### config.mk
export PLATFORM = sky130hd
export DESIGN_NAME = dq_ram
export DESIGN_NICKNAME = d
export VERILOG_FILES = /design/src/sv/dq_ram.sv
export SDC_FILE = /design/constraint.sdc
export NUM_CORES = 1
export LEC_CHECK = 0
export ABC_AREA = 0
export BUFFER_PORTS_ARGS = -buffer_cell sky130_fd_sc_hd__clkbuf_2
export CAP_MARGIN = 20
export CORE_MARGIN = 2
export CORE_UTILIZATION = 35
export CTS_CLUSTER_DIAMETER = 60
export DETAILED_ROUTE_END_ITERATION = 6
export PLACE_DENSITY = 0.46
export REMOVE_ABC_BUFFERS = 1
export SYNTH_ARGS = -nofsm -noshare
export SYNTH_HDL_FRONTEND = slang
export SYNTH_SLANG_ARGS = --single-unit
### constraint.sdc
create_clock -name clk_i -period 6.2 [get_ports clk_i]
set_input_delay 1.24 -clock clk_i [delete_from_list [all_inputs] [get_ports clk_i]]
set_output_delay 1.24 -clock clk_i [all_outputs]
set_load 0.01 [all_outputs]
### src/sv/dq_ram.sv
`default_nettype none

module dq_ram #(
  parameter int unsigned WIDTH = 17,
  parameter int unsigned DEPTH = 64,
  localparam int unsigned AW = (DEPTH > 1) ? $clog2(DEPTH) : 1
) (
  input  logic             clk_i,
  input  logic             we_i,
  input  logic [AW-1:0]    waddr_i,
  input  logic [WIDTH-1:0] wdata_i,
  input  logic             re_i,
  input  logic [AW-1:0]    raddr_i,
  output logic [WIDTH-1:0] rdata_o
);

  logic [WIDTH-1:0] mem_q [DEPTH];
  logic [WIDTH-1:0] rdata_q;

  always_ff @(posedge clk_i) begin
    if (we_i) begin
      mem_q[waddr_i] <= wdata_i;
    end
  end

  // hold read data until the next read
  always_ff @(posedge clk_i) begin
    if (re_i) begin
      rdata_q <= mem_q[raddr_i];
    end
  end

  assign rdata_o = rdata_q;

endmodule

`default_nettype wire

==> impl_metrics.csv <==
group,metric,value,unit
placed_design,dp.final_hpwl,64600,um
detailed_routing,vias,20200,
status,status,"complete, no violations",
yosys,synth-xor-area-share,0,
clock_tree,cts_buffers,117,
sta,fin_crit_sh,0.680,
yosys,synth_top_cell_area_share,0.780,
clock_tree,cts.sink_count,1105,
yosys,ys.flop_type,"edfxtp_1",
placed_design,place_area,45100,sq um
yosys,synth_top_family_by_area,"multiplexers",
detailed_routing,antenna_left,0,
sta,maxSlewHeadroom,0.262,
yosys,synth-seq-area-share,0.780,
sta,fin_ws,1.99,ns
global_route,busiest_layer,"met2",
yosys,postSynthAreaPerCell,21.8,sq um
yosys,synthSimpleGateAreaFrac,0.0242,
power,ir_drop,216,uV
detailed_routing,drc,0,
global_route,grt_pass1_wl,158000,um
clock_tree,path_clk_slew,0.06,ns
yosys,synth-adder-area-share,0,
layout,final_layout_size_suffix_gt1_frac,0.255,
floorplan,die_area,124000,sq um
yosys,synth_common_cells,"edfxtp_1, mux4_2, mux2i_1",
detailed_routing,via_per_inst,5.29,
layout,register_area,33200,sq um
floorplan,num_rows,127,
clock_tree,cts_root_buf,"clkbuf_16",
yosys,syn_area,42500,sq um
global_route,grt_max_degree,123,
yosys,yosysTopAreaCell,"edfxtp_1",
job,drv_cap,0,
sta,max_freq,0.237,GHz
worst_setup_path,crit_arrival,4.56,ns
sta,fin_setup_tns,0,ns
placed_design,port_buffers,48,
worst_setup_path,cp-end-kind,"flop",
sta,slew_violations,0,
floorplan,start_util,0.353,
placed_design,gp_congestion,0.819,
floorplan,core-area,120000,sq um
layout,fill_cells,10700,
global_route,grt-ovfl-total,0,
layout,instances_no_fill,3821,
clock_tree,cts_setup_buffers,0,
placed_design,placed_cells,3605,
yosys,synthMuxAreaShare,0.148,
yosys,ys_ff_latch,1105,
yosys,synth.most_common_cell,"edfxtp_1",
power,leakage,15.3,nW
yosys,syn_inst,1953,
sta,whs,0.991,ns
clock_tree,cts-hold-fix-buffers,0,
floorplan,io_pins,49,
clock_tree,clk_latency,0.70,ns
global_route,antenna_found_initial,9,
sta,period_minus_slack,4.21,ns
hold_path,hp-class,"reg2reg",
detailed_routing,wl,112000,um
global_route,grt_pass1_vias,20700,
detailed_routing,drt_iter0_drc,1913,
yosys,synth_compound_area_frac,0.0308,
yosys,synth_edf_count,1105,
floorplan,die_x,353,um
yosys,yosysUniqueCellTypes,37,
sta,rsz0062_at_grt,"false",
global_route,gr-usage-met2,0.281,
global_route,grt.total_usage,0.178,
global_route,use_met3,0.0376,
worst_setup_path,cp_data_required_time,6.55,ns
detailed_routing,dr.pass1.iters,5,
worst_setup_path,crit_path_start_kind,"primary input",
detailed_routing,post_drt_wl_per_cell,29.2,um
yosys,async_flop_share,0,
clock_tree,htreeDepth,3,
clock_tree,ctsResizeCount,0,
placed_design,dp_worst_setup_slack,1.30,ns
sta,setup_violations,0,
floorplan,die_h,353,um
worst_setup_path,cp_max_fo,59,
global_route,grt_use_met1,0.254,
layout,layout.nets,2144,
sta,tightestPinTransition,1.10,ns
layout,area_growth,14.5,%
clock_tree,cts_tree,"built",
layout,multi_input_area,8700,sq um
worst_setup_path,worstSetupPathType,"in2reg",
layout,final_area,48700,sq um
sta,skew,0.0285,ns
clock_tree,clockBufferDepth,3,
sta,hold_violations,0,
yosys,ys_warn_count,0,
power,powerDensity,323,nW/um^2
yosys,synth_area_leaders,"edfxtp_1, mux4_2, mux2i_1",
==> final timing paths <==
path	end	cells past startpoint	startpoint	slack (ns)
setup / recovery	rdata_o[13]	6	raddr_i[1]	1.99
hold / removal	rdata_o[9]	4	mem_q[40][9]	0.99
setup reg to reg	rdata_o[2]	5	mem_q[10][2]	3.87
hold reg to reg	rdata_o[9]	4	mem_q[40][9]	0.99
==> cells by family after synthesis <==
group / after synthesis
mux: 356
compound gates: 165
buf+inv: 114
simple gates: 213
flops: 1105
==> stage by stage <==
| step | power [W] | util |
|---|---|---|
| 6_report | 0.0157 | 0.405 |
| 3_3_place_gp | 0.00927 | 0.374 |
| 5_1_grt | 0.0162 | 0.405 |
| 4_1_cts | 0.0159 | 0.405 |
| 3_5_place_dp | 0.00928 | 0.375 |
| 2_1_floorplan | 0.00877 | - |
==> where the power goes <==
group | leakage [nW] | switching, W | internal [W]
logic | 3.63 | 0.000530 | 0.000261
clock network | 1.75 | 0.00282 | 0.00380
registers | 9.95 | 0.0000228 | 0.00829
==> final cells by class <==
cell class,instances,share of cell area
antenna,1,0.0000514
tap,1612,0.0414
multi-input combinational,734,0.179
inverter,1,0.0000771
sequential,1105,0.681
clock inverter,67,0.0109
timing repair buffer,153,0.0245
clock buffer,148,0.0630
==> flip-flops by register name (all words and copies together) (netlist names) <==
signal and count:
mem_q 1088, rdata_o 17
==> metal layers <==
layer / share of wire / up-vias
met5: 0.00029 / -
met4: 0.018 / 6
met3: 0.060 / 142
met2: 0.47 / 576
met1: 0.45 / 10900
li1: - / 8585
==> cells in the final DEF (no fill, tap or decap), types with 10 or more instances in the layout <==
master	instances
edfxtp_1	1105
mux4_2	216
mux2i_1	128
clkbuf_16	118
buf_4	95
nor2_1	72
a22oi_1	63
clkbuf_2	44
a221oi_1	43
clkinv_1	39
clkbuf_1	30
nor2_2	27
nand2_1	25
nor2b_1	24
a211oi_1	23
nand3_1	17
and3_1	15
clkinv_2	14
mux2_2	12
a21oi_1	12
o221ai_1	11
and4_1	10
==> worst max-delay path, cell delays in order <==
cell	delay (ns)
buf_6	0.55
buf_4	0.52
and2_1	0.71
a22oi_1	0.32
and3_1	0.32
nor4_1	0.78
Power figures use the tool's default switching activity.
